[config.mk]
export PLATFORM = sky130hd
export DESIGN_NAME = ppsch_cell
export DESIGN_NICKNAME = d
export VERILOG_FILES = /design/src/hw/rtl/ppsch_pkg.sv /design/src/hw/rtl/ppsch_cell.sv
export SDC_FILE = /design/constraint.sdc
export NUM_CORES = 1
export LEC_CHECK = 0
export BUFFER_PORTS_ARGS = -buffer_cell sky130_fd_sc_hd__buf_2
export CAP_MARGIN = 25
export CELL_PAD_IN_SITES_DETAIL_PLACEMENT = 0
export CELL_PAD_IN_SITES_GLOBAL_PLACEMENT = 1
export CORE_ASPECT_RATIO = 0.6
export CORE_MARGIN = 2
export CORE_UTILIZATION = 43
export DETAILED_ROUTE_END_ITERATION = 12
export GPL_ROUTABILITY_DRIVEN = 0
export PLACE_DENSITY_LB_ADDON = 0.1
export SYNTH_ARGS = -nofsm -noshare
export SYNTH_HDL_FRONTEND = slang
export SYNTH_SLANG_ARGS = --single-unit
[constraint.sdc]
create_clock -name clock -period 8.59 [get_ports clock]
set_input_delay 1.2885 -clock clock [delete_from_list [all_inputs] [get_ports clock]]
set_output_delay 1.2885 -clock clock [all_outputs]
set_load 0.02 [all_outputs]
[src/hw/rtl/ppsch_pkg.sv]
// ----------------------------------------------------------------------------
// ppsch_pkg
// Shared types and codes of the preemptive priority scheduler.
// ----------------------------------------------------------------------------
`default_nettype none

package ppsch_pkg;

   localparam int SLOTS_DEF = 16;

   localparam int TIME_W  = 32;
   localparam int TASK_W  = 8;
   localparam int BURST_W = 16;
   localparam int PRIO_W  = 8;
   localparam int KIND_W  = 2;

   localparam logic OP_TICK   = 1'b0;
   localparam logic OP_ARRIVE = 1'b1;

   localparam logic [KIND_W-1:0] KIND_TICK   = 2'd0;
   localparam logic [KIND_W-1:0] KIND_ACCEPT = 2'd1;
   localparam logic [KIND_W-1:0] KIND_REJECT = 2'd2;

   typedef enum logic [1:0] {
      ST_IDLE,
      ST_SCAN,
      ST_COMMIT,
      ST_RESP
   } state_type;

   // best candidate handed from cell to cell
   typedef struct packed {
      logic               vld;
      logic [PRIO_W-1:0]  prio;
      logic [TIME_W-1:0]  age;
      logic [BURST_W-1:0] burst;
      logic [BURST_W-1:0] left;
      logic [TASK_W-1:0]  task_id;
   } cand_type;

   // update broadcast to all cells
   typedef struct packed {
      logic               arrive;
      logic               dec;
      logic [TASK_W-1:0]  task_id;
      logic [PRIO_W-1:0]  prio;
      logic [BURST_W-1:0] burst;
   } cmd_type;

endpackage

`default_nettype wire

[src/hw/rtl/ppsch_cell.sv]
// ----------------------------------------------------------------------------
// ppsch_cell
// One task slot; merges its entry into the running best candidate and
// lowest free slot passed along the chain.
// ----------------------------------------------------------------------------
`default_nettype none

module ppsch_cell #(
   parameter int SLOTS = ppsch_pkg::SLOTS_DEF,
   parameter int IDX   = 0
) (
   input  wire                              clock,
   input  wire                              reset,
   input  wire  [ppsch_pkg::TIME_W-1:0]     now_i,
   input  ppsch_pkg::cand_type              cand_i,
   input  wire  [$clog2(SLOTS)-1:0]         best_idx_i,
   input  wire                              free_found_i,
   input  wire  [$clog2(SLOTS)-1:0]         free_idx_i,
   input  ppsch_pkg::cmd_type               cmd_i,
   input  wire  [$clog2(SLOTS)-1:0]         tgt_idx_i,
   output ppsch_pkg::cand_type              cand_o,
   output logic [$clog2(SLOTS)-1:0]         best_idx_o,
   output logic                             free_found_o,
   output logic [$clog2(SLOTS)-1:0]         free_idx_o
);

   localparam int IDX_W = $clog2(SLOTS);
   localparam logic [IDX_W-1:0] MY_IDX = IDX_W'(IDX);

   logic                              valid_ff, valid_in;
   logic [ppsch_pkg::TASK_W-1:0]      task_ff, task_in;
   logic [ppsch_pkg::PRIO_W-1:0]      prio_ff, prio_in;
   logic [ppsch_pkg::BURST_W-1:0]     left_ff, left_in;
   logic [ppsch_pkg::BURST_W-1:0]     burst_ff, burst_in;
   logic [ppsch_pkg::TIME_W-1:0]      arrival_ff, arrival_in;

   ppsch_pkg::cand_type               cand_ff, cand_in;
   logic [IDX_W-1:0]                  best_idx_ff, best_idx_in;
   logic                              free_found_ff, free_found_in;
   logic [IDX_W-1:0]                  free_idx_ff, free_idx_in;

   logic [ppsch_pkg::TIME_W-1:0]      own_age;
   logic                              hit;
   logic                              beat;

   assign hit = (tgt_idx_i == MY_IDX);

   // slot update
   always_comb begin
      valid_in   = valid_ff;
      task_in    = task_ff;
      prio_in    = prio_ff;
      left_in    = left_ff;
      burst_in   = burst_ff;
      arrival_in = arrival_ff;
      if (cmd_i.arrive && hit) begin
         valid_in   = 1'b1;
         task_in    = cmd_i.task_id;
         prio_in    = cmd_i.prio;
         left_in    = cmd_i.burst;
         burst_in   = cmd_i.burst;
         arrival_in = now_i;
      end else if (cmd_i.dec && hit) begin
         left_in = left_ff - ppsch_pkg::BURST_W'(1);
         if (left_ff == ppsch_pkg::BURST_W'(1)) begin
            valid_in = 1'b0;
         end
      end
   end

   // candidate merge
   always_comb begin
      own_age = now_i - arrival_ff;
      beat    = 1'b0;
      if (valid_ff) begin
         if (!cand_i.vld) begin
            beat = 1'b1;
         end else if (prio_ff != cand_i.prio) begin
            beat = (prio_ff < cand_i.prio);
         end else if (own_age != cand_i.age) begin
            beat = (own_age > cand_i.age);
         end else begin
            beat = (burst_ff < cand_i.burst);
         end
      end

      if (beat) begin
         cand_in.vld     = 1'b1;
         cand_in.prio    = prio_ff;
         cand_in.age     = own_age;
         cand_in.burst   = burst_ff;
         cand_in.left    = left_ff;
         cand_in.task_id = task_ff;
         best_idx_in     = MY_IDX;
      end else begin
         cand_in     = cand_i;
         best_idx_in = best_idx_i;
      end

      free_found_in = free_found_i | ~valid_ff;
      free_idx_in   = free_found_i ? free_idx_i : MY_IDX;
   end

   always_ff @(posedge clock) begin
      if (reset) begin
         valid_ff      <= 1'b0;
         cand_ff       <= '0;
         free_found_ff <= 1'b0;
      end else begin
         valid_ff      <= valid_in;
         cand_ff       <= cand_in;
         free_found_ff <= free_found_in;
      end
   end

   always_ff @(posedge clock) begin
      task_ff     <= task_in;
      prio_ff     <= prio_in;
      left_ff     <= left_in;
      burst_ff    <= burst_in;
      arrival_ff  <= arrival_in;
      best_idx_ff <= best_idx_in;
      free_idx_ff <= free_idx_in;
   end

   assign cand_o       = cand_ff;
   assign best_idx_o   = best_idx_ff;
   assign free_found_o = free_found_ff;
   assign free_idx_o   = free_idx_ff;

endmodule

`default_nettype wire

; Yosys cells after proc, flatten, opt, wreduce, memory -nomap -nowiden
; Cells that the tools add are included.
[word_totals]
ff_bits = 171
in_bits = 162
out_inout_bits = 90
word_cells = 41
[op_classes]
add_sub_neg = 2
magnitude_cmp = 3
eq_ne = 3
n_mux = 10
n_bitwise = 2
n_reduce_logical = 6
[ops]
columns = cell, n
row1 = $mux W81, 1
row2 = $gt A32 B32 Y1, 1
row3 = $mux W16, 2
row4 = $ne A32 B32 Y1, 1
row5 = $sub A32 B32 Y32, 1
row6 = $eq A16 B1 Y1 const B, 1
row7 = $lt A16 B16 Y1, 1
row8 = $sub A16 B1 Y16 const B, 1
row9 = $lt A8 B8 Y1, 1
row10 = $ne A8 B8 Y1, 1
row11 = $mux W1, 7
row12 = $logic_not A4 Y1, 1
row13 = $reduce_bool A2 Y1, 2
row14 = $logic_and A1 B1 Y1, 2
row15 = $reduce_and A2 Y1, 1
row16 = $not A1 Y1, 1
row17 = $or A1 B1 Y1, 1

; Logic depth before layout (Yosys ltp)
; Gate-level depths: netlist of the first run.
[depth]
depth_word = 7
ltp_mapped = 25
mapped_depth_nobuf = 22

; Worst setup path after synthesis of the first run
; OpenSTA, ideal clock, no wires.
[synth_timing]
path_kind = input port to flip-flop
start = input port now_i[0] (netlist bit)
end = register cand_ff (netlist bit cand_o[59])
setup_ps = 95
arrival_time_ps = 5525
required_time_ps = 8495
path_slack_ps = 2970
stages = 21
path_buffers = 1
path_cell_list = inv_1 ha_1 inv_1 fa_1 a211oi_1 o21bai_1 o31ai_1 a21o_1 o21ai_0 xor2_1 ha_1 nand4_2 or4_1 nor4_1 o31a_1 o211ai_1 a41o_1 and2_4 buf_6 or4_1 o311ai_1
[synth_between]
elab_chain_len = 7
elab_cells_between_ends = 8
cone_classes = add/sub: 1 / order compare: 1 / eq/ne: 1 / mux: 5
[synth_rtl]
columns = element, line_no
row1 = start: declaration, ppsch_cell.sv:14  ; input wire [ppsch_pkg::TIME_W-1:0] now_i,
row2 = $sub A32 B32 Y32 (*), ppsch_cell.sv:73  ; own_age = now_i - arrival_ff;
row3 = $gt A32 B32 Y1 / $ne A32 B32 Y1 (equally long branches), "ppsch_cell.sv:81, ppsch_cell.sv:80"
row4 = $mux W1, ppsch_cell.sv:80  ; end else if (own_age != cand_i.age) begin
row5 = $mux W1, ppsch_cell.sv:78  ; end else if (prio_ff != cand_i.prio) begin
row6 = $mux W1, ppsch_cell.sv:76  ; if (!cand_i.vld) begin
row7 = $mux W1, ppsch_cell.sv:75  ; if (valid_ff) begin
row8 = $mux W81 (*), ppsch_cell.sv:87  ; if (beat) begin
row9 = end signal: assignment, ppsch_cell.sv:111  ; cand_ff <= cand_in;
row10 = end: declaration, ppsch_cell.sv:37  ; ppsch_pkg::cand_type cand_ff, cand_in;
; Every way passes the cells marked *; elsewhere a longest branch is shown, timed or not.
; A chain may end at the register's enable or synchronous reset.

; Final worst setup path of the first run
[layout_timing]
start = input port now_i[0] (netlist bit)
end = register cand_ff (netlist bit cand_o[74])
[layout_between]
elab_chain_len = 7
elab_cells_between_ends = 8
cone_classes = add/sub: 1 / order compare: 1 / eq/ne: 1 / mux: 5
[layout_rtl]
columns = element, line_no
row1 = $sub A32 B32 Y32 (*), ppsch_cell.sv:73
row2 = $gt A32 B32 Y1 / $ne A32 B32 Y1 (equally long branches), "ppsch_cell.sv:81, ppsch_cell.sv:80"
row3 = $mux W1 (*), ppsch_cell.sv:80
row4 = $mux W1 (*), ppsch_cell.sv:78
row5 = $mux W1 (*), ppsch_cell.sv:76
row6 = $mux W1 (*), ppsch_cell.sv:75
row7 = $mux W81 (*), ppsch_cell.sv:87
; Marks and branches as above.

==> results.py, run 1 <==
metrics = {
    "grt": {
        "grt_antenna_before_repair": 2,
        "grt_pass1_wl_um": 38500,
        "grt.overflow.total": 0,
        "grt_pass1_vias": 6811,
        "grt_max_degree": 92,
        "track_usage_pct": 22.9,
    },
    "detailed_routing": {
        "drt_wl_total_um": 25800,
        "via_count": 7568,
        "drt-initial-drc-count": 541,
        "drt_pass1_iterations": 5,
        "viasPerCell": 5.08,
        "remaining_drc_errors": 0,
        "antenna_left": 0,
        "wl_per_cell_um": 17.3,
    },
    "logic_synthesis": {
        "ys_seq_area_share_pct": 46.2,
        "yosysWarningCount": 0,
        "ys.flop_type": "dfxtp_1",
        "ys_seq_elements": 171,
        "synth_fp_nets": 1203,
        "synth_edf_count": 80,
        "synth_area_um2": 9140,
        "synth.distinct_cells": 56,
        "synth_cells": 952,
        "async_flop_share_pct": 0,
        "synth.avg_cell_area_um2": 9.60,
    },
    "sta": {
        "fmax_mhz": 153,
        "fin_tns_setup_ns": 0,
        "worst_pin_slew_ns": 0.830,
        "finalSetupViolations": 0,
        "hold_viol_final": 0,
        "clock_skew_ns": 0.0130,
        "drv_slew": 0,
        "rsz0062_at_grt": "no",
        "min_period_over_period_pct": 76.1,
        "fin_crit_ns": 6.54,
        "maxSlewHeadroom_pct": 44.4,
    },
    "clock_tree": {
        "cts_tree": "yes",
        "cts_resized": 0,
        "cts-root-buf": "clkbuf_16",
        "clock_path_buffers": 2,
        "cts.sinks": 171,
        "cts_max_level": 4,
        "clk_latency_ns": 0.44,
        "cts_buffers": 17,
        "clk_pin_slew_ns": 0.06,
        "cts_hold_buffers": 0,
        "post_cts_buffers": 0,
    },
    "floorplan": {
        "io_pins": 252,
        "die-area_um2": 22500,
        "rows": 41,
        "die_w_um": 192,
        "initial_core_util_pct": 43.6,
        "core_um2": 20900,
        "die_height_um": 117,
    },
    "setup_path": {
        "crit_type": "in2reg",
        "critPathCaptureType": "flip-flop",
        "cp.arrival_ns": 6.84,
        "cp.required_ns": 8.89,
        "startpoint_type": "input pin",
        "path_max_fanout": 42,
    },
    "finish": {
        "design_area_um2": 11200,
        "n_antenna_cell": 0,
        "area_growth_pct": 22.8,
        "nFillCells": 2007,
        "mostFrequentLayoutCells": "buf_2 (251), nand2_1 (105), nor2_1 (101)",
        "finalNetCount": 1450,
        "drive_above_1_share_pct": 24.1,
        "final_common_cell": "buf_2",
    },
    "pwr": {
        "p_per_area_nw_per_um2": 176,
        "peakVddDrop_mv": 0.138,
        "leakage_nw": 5.28,
    },
    "run": {
        "cap_violations": 0,
    },
    "placement": {
        "placed_area_um2": 10600,
        "place_hpwl_um": 19700,
        "port-buffer-count": 251,
    },
    "outcome": {
        "status": "finished clean",
    },
    "hold_path": {
        "hp-class": "reg2reg",
    },
}
-- layer usage --
| metal | global-route usage, % | routed length (µm) |
|---|---|---|
| met4 | 4.68 | 172 |
| met2 | 29.7 | 9660 |
| met5 | 0 | 12 |
| met1 | 36.6 | 13900 |
| met3 | 6.47 | 2020 |
-- power breakdown --
part / total, mW / internal, mW / switching (mW)
clock network: 0.736 / 0.405 / 0.331
registers: 0.897 / 0.885 / 0.0116
logic: 0.342 / 0.137 / 0.205
-- flip-flops by register name, indices dropped and copies added (netlist names) --
name	count
task_ff	8
free_found_o	1
free_idx_o	4
prio_ff	8
left_ff	16
burst_ff	16
arrival_ff	32
best_idx_o	4
cand_o	81
valid_ff	1
-- Yosys cell counts (all sizes together) (2+ instances only) --
master	count	area, µm²
mux2i	44	440
o31ai	2	15.0
nor2b	5	31.3
a21oi	90	450
a2111o	2	22.5
a221oi	3	26.3
nor4	6	37.5
nand4	16	106
o311ai	3	26.3
and3	8	50.1
and2	9	58.8
nand2	106	400
o211ai	8	65.1
xor2	13	114
o21ai	21	105
clkbuf	14	52.6
or4	4	30.0
a221o	2	20.0
a2111oi	3	32.5
edfxtp	80	2400
o41ai	2	17.5
nor3	11	55.1
buf	14	95.1
a21o	17	128
o21a	3	22.5
dfxtp	91	1820
inv	97	364
or3	6	37.5
nand2b	7	43.8
xnor2	27	236
a31oi	7	43.8
a211oi	7	52.6
nand3	16	80.1
ha	88	1100
nor2	101	379
nand3b	3	22.5
o21bai	4	30.0
-- per-stage QoR --
stage                     setup WS [ns]  util [%]  power (mW)  cells  hold slack, ns
final                              2.05      53.6        1.98   1491           0.485
after global placement             1.47      50.7        1.25   1456           0.457
after CTS                          1.97      53.5        1.99   1489           0.486
after global routing               1.61      53.6        2.07   1491           0.520
after floorplan                    2.97         -        1.12    952           0.453
after detailed placement           1.52      50.8        1.25   1457           0.472
-- path summary, 6_finish.rpt --
check | startpoint | endpoint | slack, ns | depth (start not counted)
worst min register to register | task_ff[5] | cand_o[5] | 0.49 | 2
worst min-delay path | task_ff[5] | cand_o[5] | 0.49 | 2
worst max register to register | arrival_ff[0] | cand_o[74] | 2.73 | 20
worst max-delay path | now_i[0] | cand_o[74] | 2.05 | 22
-- final cells by class --
type / count / area (µm²) / share of cell area [%]
Timing Repair Buffer: 256 / 1330 / 11.8
Clock buffer: 21 / 450 / 4.02
Sequential cell: 171 / 4220 / 37.7
Multi-Input combinational cell: 656 / 4400 / 39.3
Tap cell: 279 / 349 / 3.11
Clock inverter: 11 / 96.3 / 0.859
Inverter: 97 / 364 / 3.25
-- cells by family after synthesis --
| kind of cell | count (synthesis) | share of synthesized area (%) |
|---|---|---|
| compound gates | 183 | 12.5 |
| mux | 44 | 4.82 |
| buf+inv | 125 | 5.60 |
| flops | 171 | 46.2 |
| fa+ha+maj | 89 | 12.3 |
| simple gates | 300 | 14.8 |
| xor+xnor | 40 | 3.84 |
-- critical path, stage by stage --
cell and delay (ns):
buf_2 0.10, inv_1 0.05, ha_1 0.16, inv_1 0.06, fa_1 0.42, a211oi_1 0.23
o21bai_1 0.13, o31ai_1 0.49, o31ai_1 0.26, and3_1 0.19, a2111oi_0 0.52, xnor2_1 0.17
ha_1 0.35, nand4_1 0.17, nor4_1 0.57, o31a_1 0.26, o211ai_1 0.09, a41o_1 0.32
nand2_4 0.40, buf_16 0.32, mux2i_1 0.24, nor2_1 0.05
Power figures use the tool's default switching activity.
==> inputs of run 2 (changes only) <==
- CORE_UTILIZATION: 43 -> 36
- clock period: 8.59 -> 5.4 ns (I/O delays scaled with it)
==> run 2 against run 1 <==
Compared with the run above: routed wire length increased by 7.4%; final cell count rose by 7.8%; global-route usage fell by 2.1 points; non-clock buffer count up 65; sequential power is 59% higher; clock power grew 73%; largest power group unchanged; first-iteration DRC count down 8.1%; critical path depth is 2 lower; design area increased by 6.5%; sequential share of layout area fell by 2.3 points; sequential cell count stayed put.
==> results.py, run 2 (synthesis gave the netlist of run 1 again) <==
metrics = {
    "clock_tree": {
        "clk_pin_slew_ns": 0.07,
        "cts_tree": "yes",
        "cts_buffers": 17,
        "clk_latency_ns": 0.45,
        "cts-root-buf": "clkbuf_16",
        "cts_hold_buffers": 0,
        "cts_max_level": 4,
        "post_cts_buffers": 0,
        "clock_path_buffers": 2,
        "cts.sinks": 171,
    },
    "pwr": {
        "peakVddDrop_mv": 0.205,
        "total_power_mw": 3.29,
        "leakage_nw": 5.65,
        "p_per_area_nw_per_um2": 276,
    },
    "detailed_routing": {
        "viasPerCell": 4.86,
        "remaining_drc_errors": 0,
        "drt_wl_total_um": 27700,
        "antenna_left": 0,
        "drt_pass1_iterations": 5,
        "wl_per_cell_um": 17.2,
        "drt-initial-drc-count": 497,
        "via_count": 7816,
    },
    "finish": {
        "nFillCells": 2489,
        "design_area_um2": 11900,
        "finalNetCount": 1516,
        "largest_reg_flops": 81,
        "area_growth_pct": 30.8,
        "finish.utilization_pct": 47.6,
        "mostFrequentLayoutCells": "buf_2 (250), nand2_1 (105), nor2_1 (101)",
        "drive_above_1_share_pct": 28.8,
        "final_common_cell": "buf_2",
        "finalNonFillerCells": 1608,
    },
    "setup_path": {
        "cp.arrival_ns": 5.48,
        "critical_path.max_stage_delay_ns": 0.42,
        "cp_cell_sequence": "buf_2 -> ha_1 -> and2_1 -> a221oi_1 -> a21oi_1 -> o211ai_1 -> a2111o_1 -> a21oi_1 -> or3_1 -> and2_1 -> ha_1 -> nand4_1 -> nor4_2 -> buf_4 -> o31a_1 -> o211ai_1 -> a41o_2 -> and2_4 -> or4_1 -> o311ai_1",
        "path_max_fanout": 7,
        "crit_family": "compound AO/OA/AOI/OAI gates",
        "r2r_slack_ns": 0.42,
        "cp.buffers_inverters": 2,
        "startpoint_type": "input pin",
        "r2r-start": "arrival_ff[4]",
        "critPathCaptureType": "flip-flop",
        "crit_type": "in2reg",
        "critPathSlowestCell": "or3_1",
        "rr_worst_depth": 20,
        "cp.required_ns": 5.76,
        "r2r_end": "cand_o[59]",
    },
    "sta": {
        "setup_ws_ns": 0.275,
        "fmax_mhz": 195,
        "finalSetupViolations": 0,
        "hold_viol_final": 0,
        "maxSlewHeadroom_pct": 34.6,
        "fin_crit_ns": 5.12,
        "min_period_over_period_pct": 94.9,
        "drv_slew": 0,
        "clock_skew_ns": 0.00924,
        "worst_pin_slew_ns": 0.981,
        "rsz0062_at_grt": "no",
    },
    "placement": {
        "place_ws_ns": -0.541,
        "place_hpwl_um": 21300,
        "port-buffer-count": 251,
        "placed_area_um2": 11200,
        "dp_cells": 1571,
    },
    "floorplan": {
        "core_um2": 25100,
        "die-area_um2": 26700,
        "rows": 45,
        "io_pins": 252,
        "initial_core_util_pct": 36.4,
        "die_w_um": 210,
        "die_height_um": 127,
    },
    "hold_path": {
        "worstHoldEndpoint": "cand_o[2]",
        "min_path_cells": 2,
        "hp-start": "task_ff[2]",
        "hp-class": "reg2reg",
    },
    "grt": {
        "grt.overflow.total": 0,
        "grt_antenna_before_repair": 1,
        "grt_pass1_vias": 7353,
        "track_usage_pct": 20.8,
        "grt_max_degree": 92,
        "grt_pass1_wl_um": 42100,
    },
    "outcome": {
        "status": "finished clean",
    },
    "run": {
        "cap_violations": 0,
    },
}
run 2: area by class of cell:
cell class | count | area [µm²] | area share, %
Inverter | 97 | 364 | 3.05
Multi-Input combinational cell | 657 | 4460 | 37.3
Antenna cell | 1 | 2.50 | 0.0209
Tap cell | 329 | 412 | 3.45
Clock buffer | 17 | 425 | 3.56
Clock inverter | 15 | 170 | 1.42
Sequential cell | 171 | 4220 | 35.4
Timing Repair Buffer | 321 | 1890 | 15.9
run 2: what timing repair did:
| item | CTS | global route |
|---|---|---|
| hold endpoints to repair | 0 | 0 |
| endpoints found under the setup margin | 24 | 80 |
| pin swaps | 0 | 2 |
| cloned | 0 | 3 |
| gates resized for setup | 1 | 7 |
run 2: worst max-delay path by stage:
stage,startpoint,to,depth (start not counted)
finish,now_i[4],cand_o[59],20
global placement,now_i[0],cand_o[59],23
floorplan,now_i[0],cand_o[59],21
detailed placement,now_i[0],cand_o[59],23
CTS,now_i[0],cand_o[59],23
global route,now_i[4],cand_o[2],21
run 2: stage by stage:
step	setup TNS [ns]	hold slack, ns
finish	0	0.482
global route	0	0.500
CTS	0	0.485
detailed placement	-35.44	0.471
global placement	-35.89	0.461
floorplan	0	0.453
run 2: worst min-delay path: cells and delay by family, from the launching register on:
family	cells	cell delay [ns]
mux	1	0.06
simple gates	1	0.07
flops	1	0.32
run 2: report_power, final:
part / internal (mW) / switching [mW]
Combinational: 0.257 / 0.342
Clock: 0.663 / 0.607
Sequential: 1.41 / 0.0185
run 2: per-layer routing:
| layer | part of all wire [%] | GRT usage (%) | routed length [µm] |
|---|---|---|---|
| met5 | 0 | 0 | 0 |
| met4 | 0.91 | 5.72 | 251 |
| met3 | 6.7 | 5.21 | 1850 |
| met2 | 38 | 28.0 | 10700 |
| met1 | 54 | 32.4 | 15000 |
